==> config.mk <==
export PLATFORM = sky130hd
export DESIGN_NAME = modular_inverse_ext_euclid
export DESIGN_NICKNAME = d
export VERILOG_FILES = /design/src/rtl/core/mie_pkg.sv /design/src/rtl/core/modular_inverse_ext_euclid.sv /design/src/rtl/core/mie_alu.sv /design/src/rtl/core/mie_core.sv
export SDC_FILE = /design/constraint.sdc
export NUM_CORES = 1
export LEC_CHECK = 0
export BUFFER_PORTS_ARGS = -buffer_cell sky130_fd_sc_hd__buf_4
export CAP_MARGIN = 15
export CORE_UTILIZATION = 33
export DETAILED_ROUTE_END_ITERATION = 12
export HOLD_SLACK_MARGIN = 0.08
export SLEW_MARGIN = 20
export SYNTH_ARGS = -nofsm -noshare
export SYNTH_HDL_FRONTEND = slang
export SYNTH_SLANG_ARGS = --single-unit
==> constraint.sdc <==
create_clock -name clk -period 7.95 [get_ports clk]
set_clock_uncertainty 0.15 [all_clocks]
set_input_delay 0.795 -clock clk [delete_from_list [all_inputs] [get_ports clk]]
set_output_delay 0.795 -clock clk [all_outputs]
set_load 0.005 [all_outputs]
==> src/rtl/core/mie_pkg.sv <==
`timescale 1ns / 1ps
`default_nettype none
// ----------------------------------------------------------------------------
// mie_pkg: shared types and constants for the modular inverse block
// Operand widths, sequencer states and the result record.
// ----------------------------------------------------------------------------
package mie_pkg;

  // Width of remainders, the modulus and the inverse
  localparam int OPW = 31;
  // Width of the alignment shift count (0..OPW-1)
  localparam int KW  = 5;

  typedef enum logic [2:0] {
    ST_IDLE,
    ST_ROUND,
    ST_ALIGN,
    ST_DIVIDE,
    ST_FIX,
    ST_DONE
  } mie_state_t;

  typedef struct packed {
    logic           last;
    logic [OPW-1:0] inverse;
  } mie_result_t;

endpackage
`default_nettype wire

==> src/rtl/core/modular_inverse_ext_euclid.sv <==
`timescale 1ns / 1ps
`default_nettype none
// ----------------------------------------------------------------------------
// modular_inverse_ext_euclid: modular inverse by extended Euclid
// Inverts one element modulo the configured modulus per request.
//
//   channel   dir  signals                          payload
//   s_axis    in   tvalid tready tdata[31:0] tlast  value, last_in
//   m_axis    out  tvalid tready tdata[31:0] tlast  inverse, last_out
//   cfg       in   cfg_we cfg_wdata[30:0]           modulus
//
// Each Euclid round is an align phase and a divide phase whose length grows
// with the bit-length difference of the two remainders in that round; the shared
// compare/subtract unit does one align or divide step a cycle.
// tready is high only while the sequencer is idle; a finished result moves to
// the output register, and the next request can start while it waits there.
// Reset (synchronous) sets modulus to 2^31-1 and empties the block.
// ----------------------------------------------------------------------------
module modular_inverse_ext_euclid #(
  parameter int WIDTH = 32
) (
  input  wire logic        clk,
  input  wire logic        rst,
  // s_axis_tdata fields from bit 0: value[30:0], zero pad [31]
  input  wire logic        s_axis_tvalid,
  output logic             s_axis_tready,
  input  wire logic [31:0] s_axis_tdata,
  input  wire logic        s_axis_tlast,
  // m_axis_tdata fields from bit 0: inverse[30:0], zero pad [31]
  output logic             m_axis_tvalid,
  input  wire logic        m_axis_tready,
  output logic [31:0]      m_axis_tdata,
  output logic             m_axis_tlast,
  input  wire logic        cfg_we,
  input  wire logic [30:0] cfg_wdata
);
  import mie_pkg::*;

  logic [OPW-1:0] modulus;
  logic           core_idle;
  logic           res_valid;
  logic           res_take;
  mie_result_t    res;
  mie_result_t    out_reg;
  logic           start;

  assign s_axis_tready = core_idle;
  assign start         = s_axis_tvalid && s_axis_tready;

  // Hold the modulus register
  always_ff @(posedge clk) begin
    if (rst) begin
      modulus <= {OPW{1'b1}};
    end else if (cfg_we) begin
      modulus <= cfg_wdata;
    end
  end

  mie_core #(.WIDTH(WIDTH)) u_core (
    .clk       (clk),
    .rst       (rst),
    .modulus   (modulus),
    .start     (start),
    .value     (s_axis_tdata[OPW-1:0]),
    .last_in   (s_axis_tlast),
    .idle      (core_idle),
    .res_valid (res_valid),
    .res_take  (res_take),
    .res       (res)
  );

  // Load the output register when it is empty or being drained
  assign res_take = res_valid && (!m_axis_tvalid || m_axis_tready);

  always_ff @(posedge clk) begin
    if (rst) begin
      m_axis_tvalid <= 1'b0;
    end else if (res_take) begin
      m_axis_tvalid <= 1'b1;
    end else if (m_axis_tready) begin
      m_axis_tvalid <= 1'b0;
    end
  end

  always_ff @(posedge clk) begin
    if (res_take) begin
      out_reg <= res;
    end
  end

  assign m_axis_tdata = {1'b0, out_reg.inverse};
  assign m_axis_tlast = out_reg.last;

endmodule
`default_nettype wire

==> src/rtl/core/mie_alu.sv <==
`timescale 1ns / 1ps
`default_nettype none
// ----------------------------------------------------------------------------
// mie_alu: shared compare / subtract unit
// One magnitude compare-and-subtract on remainders plus one signed subtract on
// Bezout coefficients, reused by every alignment and division step.
// ----------------------------------------------------------------------------
module mie_alu #(
  parameter int WIDTH = 32
) (
  input  wire logic [mie_pkg::OPW:0]    cmp_a,
  input  wire logic [mie_pkg::OPW:0]    cmp_b,
  input  wire logic signed [WIDTH-1:0]  coef_a,
  input  wire logic signed [WIDTH-1:0]  coef_b,
  output logic                          ge,
  output logic [mie_pkg::OPW:0]         diff,
  output logic signed [WIDTH-1:0]       coef_diff
);
  import mie_pkg::*;

  // Compare and subtract remainders
  assign ge   = (cmp_a >= cmp_b);
  assign diff = cmp_a - cmp_b;

  // Subtract the shifted coefficient
  assign coef_diff = coef_a - coef_b;

endmodule
`default_nettype wire

==> src/rtl/core/mie_core.sv <==
`timescale 1ns / 1ps
`default_nettype none
// ----------------------------------------------------------------------------
// mie_core: extended Euclid sequencer
// Runs Euclid rounds, each a shift-align phase and a restoring divide phase on
// the shared unit, tracking the coefficient of the input, then folds it into
// 0..modulus-1.
// ----------------------------------------------------------------------------
module mie_core #(
  parameter int WIDTH = 32
) (
  input  wire logic                     clk,
  input  wire logic                     rst,
  input  wire logic [mie_pkg::OPW-1:0]  modulus,
  input  wire logic                     start,
  input  wire logic [mie_pkg::OPW-1:0]  value,
  input  wire logic                     last_in,
  output logic                          idle,
  output logic                          res_valid,
  input  wire logic                     res_take,
  output mie_pkg::mie_result_t          res
);
  import mie_pkg::*;

  localparam int MAX_ROUNDS = 2 * WIDTH;
  localparam int RW         = $clog2(MAX_ROUNDS + 1);
  localparam int SW         = WIDTH + 32;

  mie_state_t state, state_next;

  logic [OPW-1:0]          a, a_next, b, b_next, r, r_next, d, d_next;
  logic signed [WIDTH-1:0] sa, sa_next, sb, sb_next, acc, acc_next, sd, sd_next;
  logic [KW-1:0]           k, k_next;
  logic [RW-1:0]           rounds, rounds_next;
  logic                    last, last_next;
  logic [OPW-1:0]          inv, inv_next;

  logic [OPW:0]            cmp_b;
  logic                    alu_ge;
  logic [OPW:0]            alu_diff;
  logic signed [WIDTH-1:0] alu_coef;

  logic [OPW-1:0]          r_new;
  logic signed [WIDTH-1:0] acc_new;
  logic signed [SW-1:0]    sa_ext, fix_sum;

  // Shared unit: align compares r with 2d, divide compares r with d
  assign cmp_b = (state == ST_ALIGN) ? {d, 1'b0} : {1'b0, d};

  mie_alu #(.WIDTH(WIDTH)) u_alu (
    .cmp_a     ({1'b0, r}),
    .cmp_b     (cmp_b),
    .coef_a    (acc),
    .coef_b    (sd),
    .ge        (alu_ge),
    .diff      (alu_diff),
    .coef_diff (alu_coef)
  );

  assign r_new   = alu_ge ? alu_diff[OPW-1:0] : r;
  assign acc_new = alu_ge ? alu_coef : acc;

  // Fold a negative coefficient into range
  assign sa_ext  = {{32{sa[WIDTH-1]}}, sa};
  assign fix_sum = sa_ext + signed'({(WIDTH + 1)'(0), modulus});

  assign idle      = (state == ST_IDLE);
  assign res_valid = (state == ST_DONE);
  assign res.last    = last;
  assign res.inverse = inv;

  // State register
  always_ff @(posedge clk) begin
    if (rst) begin
      state  <= ST_IDLE;
      rounds <= '0;
    end else begin
      state  <= state_next;
      rounds <= rounds_next;
    end
  end

  // Datapath registers
  always_ff @(posedge clk) begin
    a    <= a_next;
    b    <= b_next;
    r    <= r_next;
    d    <= d_next;
    sa   <= sa_next;
    sb   <= sb_next;
    acc  <= acc_next;
    sd   <= sd_next;
    k    <= k_next;
    last <= last_next;
    inv  <= inv_next;
  end

  // Sequencer
  always_comb begin
    state_next  = state;
    a_next      = a;
    b_next      = b;
    r_next      = r;
    d_next      = d;
    sa_next     = sa;
    sb_next     = sb;
    acc_next    = acc;
    sd_next     = sd;
    k_next      = k;
    rounds_next = rounds;
    last_next   = last;
    inv_next    = inv;
    unique case (state)
      ST_IDLE: begin
        if (start) begin
          a_next      = value;
          b_next      = modulus;
          sa_next     = WIDTH'(1);
          sb_next     = '0;
          rounds_next = '0;
          last_next   = last_in;
          // Degenerate modulus: skip straight to a zero result
          if (modulus < OPW'(2)) begin
            b_next  = '0;
            sa_next = '0;
          end
          state_next = ST_ROUND;
        end
      end
      ST_ROUND: begin
        if ((b == '0) || (rounds == RW'(MAX_ROUNDS))) begin
          state_next = ST_FIX;
        end else begin
          r_next     = a;
          d_next     = b;
          acc_next   = sa;
          sd_next    = sb;
          k_next     = '0;
          state_next = ST_ALIGN;
        end
      end
      ST_ALIGN: begin
        // Double the divisor while it still fits under the remainder
        if (alu_ge) begin
          d_next  = {d[OPW-2:0], 1'b0};
          sd_next = sd <<< 1;
          k_next  = k + 1'b1;
        end else begin
          state_next = ST_DIVIDE;
        end
      end
      ST_DIVIDE: begin
        if (k == '0) begin
          a_next      = b;
          b_next      = r_new;
          sa_next     = sb;
          sb_next     = acc_new;
          rounds_next = rounds + 1'b1;
          state_next  = ST_ROUND;
        end else begin
          r_next   = r_new;
          acc_next = acc_new;
          d_next   = {1'b0, d[OPW-1:1]};
          sd_next  = sd >>> 1;
          k_next   = k - 1'b1;
        end
      end
      ST_FIX: begin
        inv_next   = sa[WIDTH-1] ? fix_sum[OPW-1:0] : sa_ext[OPW-1:0];
        state_next = ST_DONE;
      end
      ST_DONE: begin
        if (res_take) begin
          state_next = ST_IDLE;
        end
      end
      default: begin
        state_next = ST_IDLE;
      end
    endcase
  end

`ifndef SYNTHESIS
  a_round_limit: assert property (@(posedge clk) disable iff (rst)
    rounds <= RW'(MAX_ROUNDS))
    else $error("round counter past its limit");

  a_div_bound: assert property (@(posedge clk) disable iff (rst)
    (state == ST_DIVIDE) |-> ({1'b0, r} < {d, 1'b0}))
    else $error("partial remainder not below twice the divisor");

  a_div_end: assert property (@(posedge clk) disable iff (rst)
    (state == ST_DIVIDE) && (k == '0) |=> (state == ST_ROUND))
    else $error("last divide step did not close the round");
`endif

endmodule
`default_nettype wire
== Word level (Yosys, flattened, before mapping) ==
Index checks and enable logic that the tools add are counted.

* Reductions and logical operators: 19
* Equal/unequal tests: 13
* Multiplexer cells: 47
* Order comparisons: 2
* Add/sub/neg operators: 6
* Bitwise gates (word level): 1

{| class="wikitable"
|+ Operators with widths
! kind !! number
|-
| $mux 31 || 13
|-
| $mux 32 || 10
|-
| $pmux 32 s2 || 3
|-
| $pmux 31 s2 || 3
|-
| $pmux 32 s3 || 1
|-
| $pmux 31 s3 || 1
|-
| $ge 31x32->1 || 1
|-
| $sub 32x32->32 || 1
|-
| $add 31x31->31 || 1
|-
| $logic_not 31->1 || 1
|-
| $lt 31x2->1 const B || 1
|-
| $sub 31x31->31 || 1
|-
| $pmux 3 s6 || 1
|-
| $mux 3 || 5
|-
| $mux 5 || 3
|-
| $pmux 5 s3 || 1
|-
| $mux 7 || 2
|-
| $pmux 7 s2 || 1
|-
| $reduce_and 4->1 || 3
|-
| $ne 2x1->1 const B || 4
|-
| $reduce_bool 2->1 || 4
|-
| $add 7x1->7 const B || 1
|-
| $eq 7x7->1 const B || 1
|-
| $eq 3x2->1 const B || 2
|-
| 15 further kinds || 23
|}

* Bits of input ports: 69
* Bits in registers: 363

== Logic depth before layout (Yosys ltp) ==
* Word-level depth: 6
* Depth in mapped cells: 20
* Gate-level depth less buffers: 17

== Cells and area by module ==
A second synthesis with hierarchy kept.

* Cells, all modules: 2042
* Area total of the unflattened synthesis: 21450.6 um2

{| class="wikitable"
|+ Modules (own cells, without submodules)
! module !! seq. area each (um2) !! instances !! cells an instance !! area an instance (um2)
|-
| mie_core || 8878.5 || 1 || 1367 || 15622.5
|-
| mie_alu || 0.0 || 1 || 533 || 3646.0
|-
| modular_inverse_ext_euclid || 1601.5 || 1 || 142 || 2182.1
|}

== Worst setup path before layout ==
No wires, ideal clock.

* Kind: register -> register
* Start point: register u_core.state[2]
* End point: register u_core.d[0] (enable)
* Buffers on the path: 5
* Data required time: 7.308 ns
* Period minus slack after synthesis: 6.782 ns
* Cell stages (with the launch flop): 19
* Data arrival time: 6.140 ns
* Path slack: 1.168 ns
* Cells stage by stage: dfxtp_1 -> clkbuf_1 -> inv_1 -> nand2_1 -> nor2_1 -> clkbuf_1 -> mux2i_1 -> ha_1 -> clkbuf_1 -> and3_1 -> nand4_1 -> nor4_1 -> o211ai_2 -> o211a_1 -> buf_2 -> buf_2 -> nand2_1 -> nand2_1 -> nor2_1

* Cells in the longest elaborated chain, start to end: 5

{| class="wikitable"
|+ RTL lines
! what !! line !! RTL
|-
| start: declaration || mie_core.sv:29 || <nowiki>mie_state_t state, state_next;</nowiki>
|-
| start signal: assignment || mie_core.sv:78 || <nowiki>state <= state_next;</nowiki>
|-
| $eq 3x2->1 || mie_core.sv:48, mie_core.sv:113 ||
|-
| $mux 32 || mie_core.sv:48 || <nowiki>assign cmp_b = (state == ST_ALIGN) ? {d, 1'b0} : {1'b0, d};</nowiki>
|-
| $ge 31x32->1 || mie_alu.sv:22 || <nowiki>assign ge = (cmp_a >= cmp_b);</nowiki>
|-
| $ne 2x1->1 (no source line) || n/a ||
|-
| $reduce_and 4->1 (no source line) (*) || n/a ||
|-
| end signal: assignment || mie_core.sv:88 || <nowiki>d <= d_next;</nowiki>
|-
| end: declaration || mie_core.sv:31 || <nowiki>logic [OPW-1:0] a, a_next, b, b_next, r, r_next, d, d_next;</nowiki>
|}

Every way passes the cells marked *; elsewhere a longest branch is shown, timed or not.
A chain may end at the register's enable or synchronous reset.

== Worst setup path after layout ==
* Start point: register u_core.state[1]
* End point: register u_core.acc[31], data pin

* Cells in the longest elaborated chain, start to end: 6

{| class="wikitable"
|+ RTL lines
! what !! line !! RTL
|-
| $eq 3x2->1 || mie_core.sv:48 ||
|-
| $mux 32 || mie_core.sv:48 ||
|-
| $ge 31x32->1 || mie_alu.sv:22 ||
|-
| $mux 32 || mie_core.sv:61 || <nowiki>assign acc_new = alu_ge ? alu_coef : acc;</nowiki>
|-
| $mux 32 || mie_core.sv:153 || <nowiki>if (k == '0) begin</nowiki>
|-
| $pmux 32 s2 (*) || mie_core.sv:113 || <nowiki>unique case (state)</nowiki>
|-
| net u_core.acc_next[31] || mie_core.sv:32 || <nowiki>logic signed [WIDTH-1:0] sa, sa_next, sb, sb_next, acc, acc_next, sd, sd_next;</nowiki>
|-
| end signal: assignment || mie_core.sv:91 || <nowiki>acc <= acc_next;</nowiki>
|-
| end: declaration || mie_core.sv:32 ||
|}

Mark *: on every way through the listed nets, which the timed path passes. The rest lies on a longest branch. The select of a mux whose other input is x is not followed.

==> results_dict.tcl <==
set metrics [dict create \
    wirelength_um 54900 \
    ys_warn_count 0 \
    internal_power_mw 4.00 \
    clock_latency_ps 560 \
    drtIter0Drc 1051 \
    cpMaxStageDelayCell "nor2_4" \
    syn_nets 2107 \
    syn_inst 1937 \
    synth_edf_count 321 \
    leakage_nw 9.39 \
    period_minus_slack_ps 5860 \
    p_sw_mw 1.86 \
    power.density_mw_per_mm2 250 \
    wl_per_cell_um 19.2 \
    async_reset_ff_frac 0 \
    initial_core_util 0.334 \
    cts_tree "yes" \
    p_comb_frac 0.261 \
    p_sw_frac 0.318 \
    ios 104 \
    layout_common_cells "321 x edfxtp_1, 243 x nand2_1, 154 x nor2_1, 147 x a21oi_1, 132 x mux2i_1" \
    ys_seq_elements 363 \
    cts_buffers 40 \
    grt_overflow 0 \
    layout.nets 2171 \
    crit_path_end_kind "register" \
    grt_pass1_vias 14903 \
    ys_types 73 \
    cap_violations 0 \
    finalMaxSlewViolations 0 \
    seq_power_share 0.420 \
    finalCritPeriodShare 0.737 \
    cp_max_fo 23 \
    worstMarginPinSlew_ps 1100 \
    clock_sinks 363 \
    gp_congestion 0.918 \
    netlist.area_leader.share 0.468 \
    finalHoldViolations 0 \
    drc 0 \
    post-dp-hpwl_um 37200 \
    port_buffers 101 \
    vdd_drop_max_uv 109 \
    vias 15054 \
    ys.flop_type "edfxtp_1" \
    setup_ws_ps 2090 \
    antenna_found_initial 0 \
    grt_pass1_wl_um 84600 \
    clockPowerShare 0.319 \
    syn_avg_cell_area_sq_um 10.6 \
    fin_setup_tns_ps 0 \
    core_sq_mm 0.0617 \
    rsz0062_at_grt "false" \
    crit_chain "nand2_1 > nor2_4 > mux2i_1 > fa_1 > a21oi_1 > o22ai_1 > o41ai_2 > o21ai_2 > o211ai_2 > o211a_1 > buf_4 > nor4_1 > o21ai_0 > nand3b_1 > a21o_1" \
    crit_arrival_ps 6030 \
    clock_path_buffers 3 \
    antenna_left 0 \
    dr.pass1.iters 5 \
    grt_max_degree 92 \
    post_cts_buffers 0 \
    via_per_inst 5.25 \
    drive_gt1_frac 0.121 \
    antennaDiodeCount 0 \
    fmax_mhz 171 \
    post_cts_resized 0 \
    cts.htree.levels 2 \
    layout_commonest_cell "edfxtp_1" \
    netlist_area_sq_mm 0.0206 \
    clockRootBuffer "clkbuf_16" \
    synth_top_area_cell "edfxtp_1" \
    crit_path_start_kind "register" \
    fp.dieArea_sq_mm 0.0634 \
    max_stage_delay_ps 790 \
    area_delta_synth_final_pct 14.0 \
    cts.reportedPaths.clkPinSlew_ps 60 \
    critical_path_required_ps 8110 \
    hold_path.class "in -> reg" \
    fp.dieW_um 252 \
    setup_violations 0 \
    die_h_um 252 \
    worstSetupPathType "reg -> reg" \
    synthTopCellsByArea "edfxtp_1 47%, mux2i_1 6.4%, ha_1 5.9%" \
    ys_seq_area_frac 0.509 \
    status "completed" \
    track_usage 0.171 \
    dp_slack_ps 2100 \
    cts_hold_buf 0 \
    num_rows 91 \
    fillers 6053 \
    max_slew_margin 0.269 \
]
==> cells by family after synthesis <==
| kind of cell | after synthesis | share of synthesized area |
|---|---|---|
| mux | 155 | 0.0767 |
| other cells | 1 | 0.000182 |
| fa+ha+maj | 101 | 0.0628 |
| compound gates | 474 | 0.154 |
| flops | 363 | 0.509 |
| xor+xnor | 79 | 0.0336 |
| simple gates | 602 | 0.132 |
| buf+inv | 162 | 0.0321 |
==> state kept, by name (all words and copies together) (netlist names), 32 cells and up <==
register and count:
u_core.sa 32, u_core.sb 32, u_core.acc 32, u_core.sd 32
==> worst max-delay path: cells and delay by family (launching register included) <==
kind            cells  cell delay, ps
buf+inv             1             470
mux                 1             260
compound gates      8            2180
fa+ha+maj           1             480
simple gates        4            1430
flops               1             630
==> worst paths after layout <==
check | start | end | depth (start not counted) | slack [ps]
max reg2reg | u_core.state[1]$_SDFFE_PP0P_ | u_core.acc[31]$_DFFE_PP_ | 15 | 2090
min | s_axis_tlast | u_core.last$_DFFE_PP_ | 1 | 260
min reg2reg | u_core.inv[26]$_DFFE_PP_ | m_axis_tdata[26]$_DFFE_PP_ | 0 | 270
max | u_core.state[1]$_SDFFE_PP0P_ | u_core.acc[31]$_DFFE_PP_ | 15 | 2090
==> Yosys cell counts (3+ instances only) <==
library cell / instances
or3_1: 7
o21ai_1: 5
o31a_1: 3
nor4_1: 17
mux2i_1: 132
o21bai_1: 10
fa_1: 4
nand3b_1: 6
a21oi_1: 147
a21o_1: 99
o21ai_0: 70
and3_1: 52
buf_4: 4
nor3_1: 18
o41ai_1: 3
inv_1: 65
buf_2: 6
a211oi_2: 19
a211oi_1: 12
a21boi_0: 7
buf_6: 4
o21a_1: 18
and2_1: 5
xor2_1: 27
nand2b_1: 12
nand4_1: 15
ha_1: 97
a211o_1: 8
o31ai_1: 7
edfxtp_1: 321
a31oi_1: 12
clkbuf_1: 71
nor2b_1: 16
nor2_1: 157
nand2_1: 245
xnor2_1: 52
o211ai_1: 19
buf_1: 11
dfxtp_1: 42
nand3_1: 39
or2_2: 5
mux2_2: 23
==> per-stage QoR <==
| step | hold WS (ps) | power [mW] | cell area [sq um] | util | std cells |
|---|---|---|---|---|---|
| after floorplan | 250 | 3.63 | 20600 | - | 1937 |
| after global placement | 253 | 3.98 | 22200 | 0.360 | 2796 |
| after detailed placement | 255 | 4.02 | 22200 | 0.360 | 2796 |
| after CTS | 228 | 5.90 | 23500 | 0.381 | 2868 |
| after global routing | 243 | 6.15 | 23500 | 0.381 | 2868 |
| final | 259 | 5.87 | 23500 | 0.381 | 2868 |
==> final cells by class <==
class                   count  area [sq um]  area share
flip-flops and latches    363         10500       0.446
clock buffers              54          1160      0.0492
multi-input cells        1412          9510       0.405
repair buffers            118           898      0.0382
clock inverters            18           146     0.00623
well taps                 837          1050      0.0446
inverters                  66           248      0.0105
==> power groups by stage <==
stage / Clock [mW] / Sequential (mW) / Combinational, mW
2_1_floorplan: 0 / 2.43 / 1.20
3_3_place_gp: 0 / 2.50 / 1.49
3_5_place_dp: 0 / 2.50 / 1.52
4_1_cts: 1.91 / 2.46 / 1.53
5_1_grt: 1.97 / 2.48 / 1.70
6_report: 1.87 / 2.47 / 1.53
==> routing by layer <==
layer / track usage / vias to the layer above / share of wire
li1: - / 7264 / -
met3: 0.0248 / 73 / 0.054
met4: 0.0530 / 0 / 0.022
met5: 0 / - / 0
met1: 0.235 / 7329 / 0.46
met2: 0.277 / 388 / 0.46
No activity file was read; power rests on OpenSTA's default activity.
